## src/hw/rtl/apc_pkg.sv

```systemverilog
// ============================================================================
// apc_pkg: shared constants and tables for the peak compressor
// Holds the log2 and exp2 fraction tables and the dB conversion constants.
// ============================================================================
package apc_pkg;

    localparam logic [15:0] DB_PER_LOG2 = 16'd24660;
    localparam logic [15:0] LOG2_PER_DB = 16'd10885;

    localparam logic [2:0] REG_ATTACK    = 3'd0;
    localparam logic [2:0] REG_RELEASE   = 3'd1;
    localparam logic [2:0] REG_THRESHOLD = 3'd2;
    localparam logic [2:0] REG_SLOPE     = 3'd3;
    localparam logic [2:0] REG_IN_SCALE  = 3'd4;
    localparam logic [2:0] REG_OUT_SCALE = 3'd5;

    // log2(1 + i/32) in Q.12
    function automatic logic [11:0] log2_frac(input logic [4:0] idx);
        logic [11:0] v;
        case (idx)
            5'd0: v = 12'd0;     5'd1: v = 12'd182;   5'd2: v = 12'd358;
            5'd3: v = 12'd530;   5'd4: v = 12'd696;   5'd5: v = 12'd858;
            5'd6: v = 12'd1016;  5'd7: v = 12'd1169;  5'd8: v = 12'd1319;
            5'd9: v = 12'd1465;  5'd10: v = 12'd1607; 5'd11: v = 12'd1746;
            5'd12: v = 12'd1882; 5'd13: v = 12'd2015; 5'd14: v = 12'd2145;
            5'd15: v = 12'd2272; 5'd16: v = 12'd2396; 5'd17: v = 12'd2518;
            5'd18: v = 12'd2637; 5'd19: v = 12'd2754; 5'd20: v = 12'd2869;
            5'd21: v = 12'd2982; 5'd22: v = 12'd3092; 5'd23: v = 12'd3200;
            5'd24: v = 12'd3307; 5'd25: v = 12'd3412; 5'd26: v = 12'd3514;
            5'd27: v = 12'd3615; 5'd28: v = 12'd3715; 5'd29: v = 12'd3812;
            5'd30: v = 12'd3908; default: v = 12'd4003;
        endcase
        return v;
    endfunction

    // 2^(-i/32) in Q1.16
    function automatic logic [16:0] exp2_frac(input logic [4:0] idx);
        logic [16:0] v;
        case (idx)
            5'd0: v = 17'd65536;  5'd1: v = 17'd64132;  5'd2: v = 17'd62757;
            5'd3: v = 17'd61413;  5'd4: v = 17'd60097;  5'd5: v = 17'd58809;
            5'd6: v = 17'd57549;  5'd7: v = 17'd56316;  5'd8: v = 17'd55109;
            5'd9: v = 17'd53928;  5'd10: v = 17'd52773; 5'd11: v = 17'd51642;
            5'd12: v = 17'd50535; 5'd13: v = 17'd49452; 5'd14: v = 17'd48393;
            5'd15: v = 17'd47356; 5'd16: v = 17'd46341; 5'd17: v = 17'd45348;
            5'd18: v = 17'd44376; 5'd19: v = 17'd43425; 5'd20: v = 17'd42495;
            5'd21: v = 17'd41584; 5'd22: v = 17'd40693; 5'd23: v = 17'd39821;
            5'd24: v = 17'd38968; 5'd25: v = 17'd38133; 5'd26: v = 17'd37316;
            5'd27: v = 17'd36516; 5'd28: v = 17'd35734; 5'd29: v = 17'd34968;
            5'd30: v = 17'd34219; default: v = 17'd33485;
        endcase
        return v;
    endfunction

    typedef enum logic [10:0] {
        ST_IDLE  = 11'b00000000001,
        ST_PRE   = 11'b00000000010,
        ST_ENV   = 11'b00000000100,
        ST_LZ    = 11'b00000001000,
        ST_DB    = 11'b00000010000,
        ST_GAIN  = 11'b00000100000,
        ST_EXP   = 11'b00001000000,
        ST_LIN   = 11'b00010000000,
        ST_APPLY = 11'b00100000000,
        ST_POST  = 11'b01000000000,
        ST_OUT   = 11'b10000000000
    } t_state;

endpackage

```

## src/hw/rtl/audio_peak_compressor.sv

```systemverilog
// ============================================================================
// audio_peak_compressor: feed-forward peak dynamic range compressor
// Pre-gain, peak envelope, log2 dB detector, gain computer, exp2 gain, post-gain.
//
//  channel  | signals                          | direction
//  ---------+----------------------------------+----------
//  input    | i_valid/o_ready, i_sample_in     | in
//  output   | o_valid/i_ready, o_sample_out    | out
//  config   | i_cfg_we, i_cfg_index, i_cfg_data| in
//
// A sequencer steps one shared multiplier through pre-gain, envelope, dB,
// gain, exponent, gain apply and post-gain, each multiply waiting for its
// registered product, with separate steps for the envelope add, the exp2
// lookup and the output load. A new sample is taken only once the last one
// has been loaded into the output register; a zero envelope skips the dB,
// gain, exponent and exp2 lookup steps and applies unity gain.
// The result waits in its own register, so the next sample runs meanwhile; a
// stall holds that next sample in the last step with the input not ready.
// Reset clears envelope, sequencer and output valid, and loads the register defaults.
// ============================================================================
module audio_peak_compressor #(
    parameter int SAMPLE_WIDTH = 24,
    parameter int COEF_WIDTH   = 16
) (
    input  logic                    i_clk,
    input  logic                    i_rst_n,
    input  logic                    i_valid,
    output logic                    o_ready,
    input  logic [SAMPLE_WIDTH-1:0] i_sample_in,
    output logic                    o_valid,
    input  logic                    i_ready,
    output logic [SAMPLE_WIDTH-1:0] o_sample_out,
    input  logic                    i_cfg_we,
    input  logic [2:0]              i_cfg_index,
    input  logic [((COEF_WIDTH > 16) ? COEF_WIDTH : 16)-1:0] i_cfg_data
);
    import apc_pkg::*;

    localparam int SW = SAMPLE_WIDTH;
    localparam int CW = COEF_WIDTH;
    localparam int AW = SW + 10;
    localparam int BW = (CW + 1 > 18) ? CW + 1 : 18;
    localparam int PW = AW + BW;
    localparam int PB = $clog2(SW);
    localparam logic signed [PW-1:0] SMAX = (PW'(1) <<< (SW - 1)) - PW'(1);
    localparam logic signed [PW-1:0] SMIN = -SMAX - PW'(1);

    logic [CW-1:0] r_attack, r_release, r_slope;
    logic signed [15:0] r_thresh;
    logic [15:0] r_in_scale, r_out_scale;

    t_state r_state;
    logic [SW-2:0] r_env;
    logic signed [SW-1:0] r_x;
    logic signed [SW-1:0] r_y;
    logic [SW-2:0] r_m;
    logic signed [31:0] r_val;
    logic signed [SW-1:0] r_out;
    logic r_ovalid;
    logic w_load;

    logic signed [AW-1:0] w_a;
    logic signed [BW-1:0] w_b;
    logic [4:0] w_shift;
    logic signed [PW-1:0] w_p;
    logic signed [PW-1:0] w_sat;

    apc_mul #(.A_W(AW), .B_W(BW)) u_mul (
        .i_clk   (i_clk),
        .i_a     (w_a),
        .i_b     (w_b),
        .i_shift (w_shift),
        .o_p     (w_p)
    );

    assign w_sat = (w_p > SMAX) ? SMAX : ((w_p < SMIN) ? SMIN : w_p);

    // configuration writes
    always_ff @(posedge i_clk) begin
        if (!i_rst_n) begin
            r_attack    <= CW'(64066);
            r_release   <= CW'(65387);
            r_thresh    <= '0;
            r_slope     <= '0;
            r_in_scale  <= 16'd4096;
            r_out_scale <= 16'd4096;
        end else if (i_cfg_we) begin
            unique case (i_cfg_index)
                REG_ATTACK:    r_attack    <= i_cfg_data[CW-1:0];
                REG_RELEASE:   r_release   <= i_cfg_data[CW-1:0];
                REG_THRESHOLD: r_thresh    <= i_cfg_data[15:0];
                REG_SLOPE:     r_slope     <= i_cfg_data[CW-1:0];
                REG_IN_SCALE:  r_in_scale  <= i_cfg_data[15:0];
                REG_OUT_SCALE: r_out_scale <= i_cfg_data[15:0];
                default: ;
            endcase
        end
    end

    // drive the shared multiplier from the current step
    always_comb begin
        w_a = '0;
        w_b = '0;
        w_shift = 5'd0;
        case (r_state)
            ST_IDLE: begin
                w_a = AW'(r_x);
            end
            ST_PRE: begin
                w_a = AW'(r_x);
                w_b = BW'($signed({1'b0, r_in_scale}));
                w_shift = 5'd12;
            end
            ST_ENV: begin
                w_a = AW'($signed({1'b0, r_env}) - $signed({1'b0, r_m}));
                w_b = (r_env < r_m) ? BW'($signed({1'b0, r_attack}))
                                    : BW'($signed({1'b0, r_release}));
                w_shift = 5'(CW);
            end
            ST_DB: begin
                w_a = AW'(r_val);
                w_b = BW'($signed({1'b0, DB_PER_LOG2}));
                w_shift = 5'd16;
            end
            ST_GAIN: begin
                w_a = AW'(r_val);
                w_b = BW'($signed({1'b0, r_slope}));
                w_shift = 5'(CW);
            end
            ST_EXP: begin
                w_a = AW'(r_val);
                w_b = BW'($signed({1'b0, LOG2_PER_DB}));
                w_shift = 5'd12;
            end
            ST_APPLY: begin
                w_a = AW'(r_y);
                w_b = BW'(r_val);
                w_shift = 5'd16;
            end
            ST_POST: begin
                w_a = AW'(r_val);
                w_b = BW'($signed({1'b0, r_out_scale}));
                w_shift = 5'd12;
            end
            default: ;
        endcase
    end

    // leading-one search over the envelope
    logic [PB-1:0] w_lz;
    always_comb begin
        w_lz = '0;
        for (int k = 1; k <= SW - 2; k++) begin
            if (r_env[k]) w_lz = PB'(k);
        end
    end

    logic [SW+4:0] w_norm;
    logic [4:0] w_idx;
    assign w_norm = {5'd0, r_env} << 5;
    assign w_idx  = 5'(w_norm >> w_lz);

    logic signed [31:0] w_q;
    logic [31:0] w_qn;
    assign w_q  = -32'(w_p);
    assign w_qn = 32'(w_q) >> 12;

    // load the output register once it is free or being taken
    assign w_load = (r_state == ST_OUT) && (!r_ovalid || i_ready);

    // sequencer: each multiply step waits for the registered product
    logic r_phase;
    logic signed [SW:0] w_ymag;
    assign w_ymag = (r_y < 0) ? -(SW+1)'(r_y) : (SW+1)'(r_y);

    always_ff @(posedge i_clk) begin
        if (!i_rst_n) begin
            r_state  <= ST_IDLE;
            r_phase  <= 1'b0;
            r_env    <= '0;
        end else begin
            unique case (r_state)
                ST_IDLE: begin
                    if (i_valid) begin
                        r_x <= i_sample_in;
                        r_state <= ST_PRE;
                        r_phase <= 1'b0;
                    end
                end
                ST_PRE: begin
                    r_phase <= ~r_phase;
                    if (r_phase) begin
                        r_y <= SW'(w_sat);
                        r_state <= ST_ENV;
                    end
                end
                ST_ENV: begin
                    if (!r_phase) begin
                        r_m <= (w_ymag > (SW+1)'(SMAX)) ? SMAX[SW-2:0] : w_ymag[SW-2:0];
                        r_phase <= 1'b1;
                    end else if (r_phase && r_state == ST_ENV && w_shift == 5'(CW)) begin
                        r_phase <= 1'b0;
                        r_state <= ST_LZ;
                    end
                end
                ST_LZ: begin
                    r_env <= (SW-1)'($signed({1'b0, r_m}) + w_p);
                    r_state <= ST_DB;
                    r_phase <= 1'b0;
                end
                ST_DB: begin
                    if (r_env == '0) begin
                        r_val <= 32'sd65536;
                        r_state <= ST_APPLY;
                    end else if (!r_phase) begin
                        r_val <= $signed(32'(w_lz) - 32'(SW - 1)) * 32'sd4096
                                 + 32'($signed({1'b0, log2_frac(w_idx)}));
                        r_phase <= 1'b1;
                    end else begin
                        r_phase <= 1'b0;
                        r_state <= ST_GAIN;
                    end
                end
                ST_GAIN: begin
                    if (!r_phase) begin
                        r_val <= 32'(r_thresh) - 32'(w_p);
                        r_phase <= 1'b1;
                    end else begin
                        r_phase <= 1'b0;
                        r_state <= ST_EXP;
                    end
                end
                ST_EXP: begin
                    if (!r_phase) begin
                        r_val <= (w_p > 0) ? 32'sd0 : 32'(w_p);
                        r_phase <= 1'b1;
                    end else begin
                        r_phase <= 1'b0;
                        r_state <= ST_LIN;
                    end
                end
                ST_LIN: begin
                    if (w_qn >= 32'd17) r_val <= '0;
                    else r_val <= 32'(exp2_frac(w_q[11:7]) >> w_qn[4:0]);
                    r_state <= ST_APPLY;
                    r_phase <= 1'b0;
                end
                ST_APPLY: begin
                    r_phase <= ~r_phase;
                    if (r_phase) begin
                        r_val <= 32'(w_p);
                        r_state <= ST_POST;
                    end
                end
                ST_POST: begin
                    r_phase <= ~r_phase;
                    if (r_phase) begin
                        r_y <= SW'(w_sat);
                        r_state <= ST_OUT;
                    end
                end
                ST_OUT: begin
                    if (w_load) r_state <= ST_IDLE;
                end
                default: r_state <= ST_IDLE;
            endcase
        end
    end

    // hold the finished sample until its output transfer
    always_ff @(posedge i_clk) begin
        if (!i_rst_n) begin
            r_ovalid <= 1'b0;
        end else if (w_load) begin
            r_ovalid <= 1'b1;
        end else if (i_ready) begin
            r_ovalid <= 1'b0;
        end
    end

    always_ff @(posedge i_clk) begin
        if (w_load) r_out <= r_y;
    end

    assign o_ready = (r_state == ST_IDLE);
    assign o_valid = r_ovalid;
    assign o_sample_out = r_out;
endmodule

```

## src/hw/rtl/apc_mul.sv

```systemverilog
// ============================================================================
// apc_mul: shared signed multiplier with rounding shift
// Adds half to a*b and shifts right arithmetically, then registers the result.
// ============================================================================
module apc_mul #(
    parameter int A_W = 34,
    parameter int B_W = 18
) (
    input  logic                 i_clk,
    input  logic signed [A_W-1:0] i_a,
    input  logic signed [B_W-1:0] i_b,
    input  logic [4:0]           i_shift,
    output logic signed [A_W+B_W-1:0] o_p
);
    logic signed [A_W+B_W-1:0] r_p;
    logic signed [A_W+B_W-1:0] n_p;
    logic signed [A_W+B_W-1:0] w_half;

    // round to nearest, ties up, then floor shift
    always_comb begin
        w_half = (i_shift == 5'd0) ? '0 :
                 ($signed({{(A_W+B_W-1){1'b0}}, 1'b1}) <<< (i_shift - 5'd1));
        n_p    = (i_a * i_b + w_half) >>> i_shift;
    end

    always_ff @(posedge i_clk) begin
        r_p <= n_p;
    end

    assign o_p = r_p;
endmodule

```

## config.mk

```make
export PLATFORM = sky130hd
export DESIGN_NAME = audio_peak_compressor
export DESIGN_NICKNAME = d
export VERILOG_FILES = /design/src/hw/rtl/apc_pkg.sv /design/src/hw/rtl/audio_peak_compressor.sv /design/src/hw/rtl/apc_mul.sv
export SDC_FILE = /design/constraint.sdc
export NUM_CORES = 2
export LEC_CHECK = 0
export BUFFER_PORTS_ARGS = -buffer_cell sky130_fd_sc_hd__buf_2
export CORE_ASPECT_RATIO = 0.5
export CORE_MARGIN = 4
export CORE_UTILIZATION = 50
export DETAILED_ROUTE_END_ITERATION = 6
export GPL_TIMING_DRIVEN = 1
export MAX_ROUTING_LAYER = met4
export PLACE_DENSITY = 0.66
export SLEW_MARGIN = 5
export SYNTH_ARGS = -nofsm -noshare
export SYNTH_HDL_FRONTEND = slang
export SYNTH_SLANG_ARGS = --single-unit
export TNS_END_PERCENT = 20
```

## constraint.sdc

```tcl
create_clock -name i_clk -period 15.8 [get_ports i_clk]
set_input_delay 1.58 -clock i_clk [delete_from_list [all_inputs] [get_ports i_clk]]
set_output_delay 1.58 -clock i_clk [all_outputs]
set_load 0.1 [all_outputs]
```

==> summary by stage <==
Power and ir drop
In this run switching power makes up 50.11% of total power. The internal power of the cells is 2.299 mW. Registers are responsible for 21.7% of the overall power.

The standby leakage power is 20.89 nW. The fraction of power consumed by combinational cells is 59.0%. For this design the total switching power over the nets is 2.309 mW. The proportion of power drawn by the clock network is 19.3%. Overall power consumption after layout is estimated at 4.608 mW. The power per standard cell area is 103.4 mW/mm². The worst supply voltage drop on vdd is 0.1587 mV.

Yosys
The count of synthesis-stage warnings from yosys is 0. In the synthesized netlist, the number of instances is 4,908. The synthesized netlist devotes 2.818% of its cell area to XOR and XNOR gates.

The most used flip-flop cell after synthesis is dfxtp_1. Summing the areas of all compound-gate instances in the mapped netlist gives 16.07% of the synthesized area. Summing the areas of all and, or, nand and nor instances in the mapped netlist gives 17.48% of the synthesized area.

The net count after synthesis is 5,787. Counting flops and latches in the post-synthesis netlist gives 311. The post-synthesis average cell area is 8.548 µm². In this run, synthesis inferred 127 flip-flops with an integrated enable.

Summing the areas of all fa, ha and maj instances in the mapped netlist gives 34.95% of the synthesized area. After synthesis, flip-flops and latches occupy 17.87% of the total area. Multiplexer cells account for 2.022% of the synthesized area.

In this run the cell area of the synthesized design comes to 0.04196 mm². The distinct cell type count after synthesis is 98. The main combinational cell family by area after synthesis is adder cells. The share of flip-flops with an asynchronous set or reset is 0%.

GRT
Global routing finished with a remaining overflow of 0. The initial antenna violation count was 2. Entering global routing, the biggest net connects 78 pins.

Across every metal layer, demand over resource in global routing totals 32.87%. The via count of the first global-routing pass is 35,964. The first global-routing pass estimated 217.3 mm of wire.

STA
The setup clock skew after layout is 32.43 ps. The worst relative slew slack is 18.05%. The slew at the pin closest to its max-slew limit is 1221 ps. The total count of hold-check failures in the final report came to 0. The post-route fraction of the period consumed by the critical path is 73.06%. The smallest clock period supported by the final layout is computed as 11,540 ps. The final number of max-transition violations is 0. The number of setup violations in the final report is 0. The upper clock frequency limit is 0.08663 GHz. Setup repair after global routing left no endpoint under its margin. Setup total negative slack on the finished layout was measured at 0 ps.

Place
At the end of routability-driven placement, the weighted congestion stood at 1.005. The count of input and output buffers is 73. The estimated wirelength of the detail-placed design is 108.5 mm.

CTS
The clock net in this run drives a total of 311 sinks. The quantity of gates resized following cts is 0. The clock transition at the registers of the reported paths is 60 ps. The clock reaches the later pin of the worst-skew pair after 570 ps. The setup fix buffers added after clock tree synthesis is 0. Clock tree synthesis inserted a total of 36 buffers. The H-tree was split into 2 levels. The maximum root-to-sink buffer count is 3.

The cell at the root of the clock tree is clkbuf_16. TritonCTS built the clock tree. The hold buffer count at CTS is 0.

Die
The region available for standard cell placement spans 0.08240 mm². 74 I/O pins were placed. The standard-cell row count is 74.

The die is 417.7 µm wide. Measured along the y axis, the die boundary spans 212.8 µm. The die footprint is 0.08889 mm². The initial core utilization is 50.91%.

Drt
The violation count after the first detailed-route iteration is 3,979. The routed design uses 14.89 mm of met3 wire. The final wirelength is 140.9 mm. The routed via count is 35,894. In the routed design, unresolved DRC markers number 1. The count of TritonRoute iterations in the first routing pass is 7.

After detailed routing, the met2 layer carries 60.02 mm of wire. Routed signal wires occupy layers up through met4. For this block, wires on met1 add up to 61.83 mm.

The number of nets still failing antenna checks after routing is 0. The per-cell routed wire length is 23.57 µm. The via count normalized by instance count is 6.003.

Critical path
The longest individual stage delay on the worst path is 990 ps. STA classifies the critical path startpoint as a register. The worst setup path is captured at a register. The required time at the worst-slack endpoint is 16,180 ps. In this run the worst path has a maximum fanout of 41. By startpoint and endpoint, the worst setup path is classified as register to register. The data arrival time of the worst path is 11,920 ps. The cell with the most instances on the worst path is fa_1.

The slowest stage of the critical path is the xnor2_1 cell.

Status
The checks that failed: DRC. The flow ran to the end, but the final reports show violations.

Finish
The final layout net count is 5,725. The area growth from synthesis to layout is 6.167%. The fraction of layout instances using a drive strength above 1 is 6.319%.

Worst hold path
The min-delay analysis places its worst path in the category register to register.

Flow run
The count of maximum capacitance violations is 0.
==> metrics by stage <==
stage	std cells	util (%)	area, µm²	setup slack (ps)	hold WS (ps)
after global placement	5910	52.55	43300	4665	449.6
final	5979	54.05	44540	4257	467.9
after detailed placement	5910	52.55	43300	4537	453.4
after global routing	5979	54.05	44540	3508	485.2
after floorplan	4908	-	41960	4479	424.4
after CTS	5976	54.04	44540	4431	469.0
==> cell type report <==
type	instances	area, µm²
Sequential cell	311	7497
Fill cell	7720	37860
Timing Repair Buffer	154	975.9
Antenna cell	3	7.507
Tap cell	1102	1379
Multi-Input combinational cell	3646	30830
Clock buffer	46	989.7
Clock inverter	20	242.7
Inverter	697	2616
==> logic make-up (layout without fill, tap and decap cells) <==
logic type / count (synthesis) / after routing
muxes: 82 / 82
AOI/OAI and AO/OA: 990 / 990
other: 1 / 4
buffers and inverters: 951 / 917
xor gates and xnor gates: 135 / 135
adders and majority gates: 831 / 831
DFF: 311 / 311
and+or+nand+nor: 1607 / 1607
==> cell usage after synthesis, types with 11 or more instances <==
cell / instances / area [µm²]
fa_1: 568 / 11370
edfxtp_1: 127 / 3814
nor4_1: 19 / 118.9
a211oi_1: 30 / 225.2
xor2_1: 53 / 464.2
xnor2_1: 82 / 718.2
o21a_1: 25 / 187.7
o31ai_1: 30 / 225.2
o211ai_1: 29 / 217.7
a21boi_0: 100 / 750.7
buf_2: 50 / 250.2
o21ai_0: 177 / 885.9
or3_1: 25 / 156.4
mux2i_1: 69 / 690.7
buf_1: 12 / 45.04
nand2b_1: 34 / 212.7
o221ai_1: 11 / 96.34
dfxtp_1: 184 / 3684
a221oi_1: 18 / 157.7
ha_1: 263 / 3291
a222oi_1: 26 / 260.3
a31oi_1: 28 / 175.2
clkbuf_1: 178 / 668.1
nand2_1: 800 / 3003
a22oi_1: 19 / 142.6
or2_2: 17 / 106.4
inv_1: 693 / 2601
nand3_1: 89 / 445.4
and3_1: 31 / 193.9
nor3b_1: 14 / 105.1
o21bai_1: 21 / 157.7
mux2_2: 12 / 135.1
o21ai_1: 15 / 75.07
nand4_1: 28 / 175.2
a21oi_1: 234 / 1171
nor2b_1: 63 / 394.1
nor2_1: 257 / 964.7
o211ai_2: 12 / 150.1
nor3_1: 52 / 260.3
and2_1: 142 / 888.4
a21o_1: 93 / 698.2
==> per-layer routing <==
metal | track usage, % | vias up
met1 | 46.54 | 17860
met2 | 48.01 | 1768
li1 | - | 16060
met4 | 9.303 | 0
met5 | - | -
met3 | 6.694 | 206
==> layout by cell type (no fill, tap or decap), types with 20 or more instances in the layout <==
cell / n
nand2_1: 800
inv_1: 693
fa_1: 568
ha_1: 263
nor2_1: 254
a21oi_1: 233
dfxtp_1: 184
o21ai_0: 177
and2_1: 142
edfxtp_1: 127
a21boi_0: 100
a21o_1: 93
nand3_1: 89
xnor2_1: 82
buf_4: 82
buf_2: 72
mux2i_1: 69
nor2b_1: 62
xor2_1: 53
nor3_1: 52
clkbuf_16: 37
nand2b_1: 34
and3_1: 31
a211oi_1: 30
o211ai_1: 29
o31ai_1: 28
nand4_1: 28
a31oi_1: 28
a222oi_1: 26
or3_1: 25
o21a_1: 25
o21bai_1: 20
==> critical path: cells and delay by family (launching register included) <==
kind,cells,cell delay [ps]
buffers and inverters,5,910
xor gates and xnor gates,1,990
DFF,1,360
AOI/OAI and AO/OA,9,2170
adders and majority gates,8,3800
and+or+nand+nor,9,3090
==> path summary, 6_finish.rpt <==
check | to | startpoint | cells after the start | slack (ps)
worst max-delay path | u_mul.o_p[35]$_DFF_P_ | r_state[8]$_SDFFE_PN0P_ | 32 | 4260
worst min-delay path | r_in_scale[9]$_SDFFE_PN0P_ | r_in_scale[9]$_SDFFE_PN0P_ | 2 | 470
worst max register to register | u_mul.o_p[35]$_DFF_P_ | r_state[8]$_SDFFE_PN0P_ | 32 | 4260
worst min register to register | r_in_scale[9]$_SDFFE_PN0P_ | r_in_scale[9]$_SDFFE_PN0P_ | 2 | 470
==> power groups by stage <==
| stage | sequential (mW) | combinational [mW] | clock [mW] |
|---|---|---|---|
| after floorplan | 0.962 | 1.79 | 0 |
| after global placement | 1.01 | 2.62 | 0 |
| after detailed placement | 1.01 | 2.63 | 0 |
| after CTS | 0.992 | 2.65 | 0.897 |
| after global routing | 0.997 | 2.93 | 0.927 |
| final | 0.999 | 2.72 | 0.890 |
==> state kept, by name (all words and copies together), names as in the netlist <==
signal / count
o_sample_out: 24
o_valid: 1
r_attack: 16
r_env: 23
r_in_scale: 16
r_m: 23
r_out_scale: 16
r_phase: 1
r_release: 16
r_slope: 16
r_state: 11
r_thresh: 16
r_val: 32
r_x: 24
r_y: 24
u_mul.o_p: 52
Power figures use the tool's default switching activity.
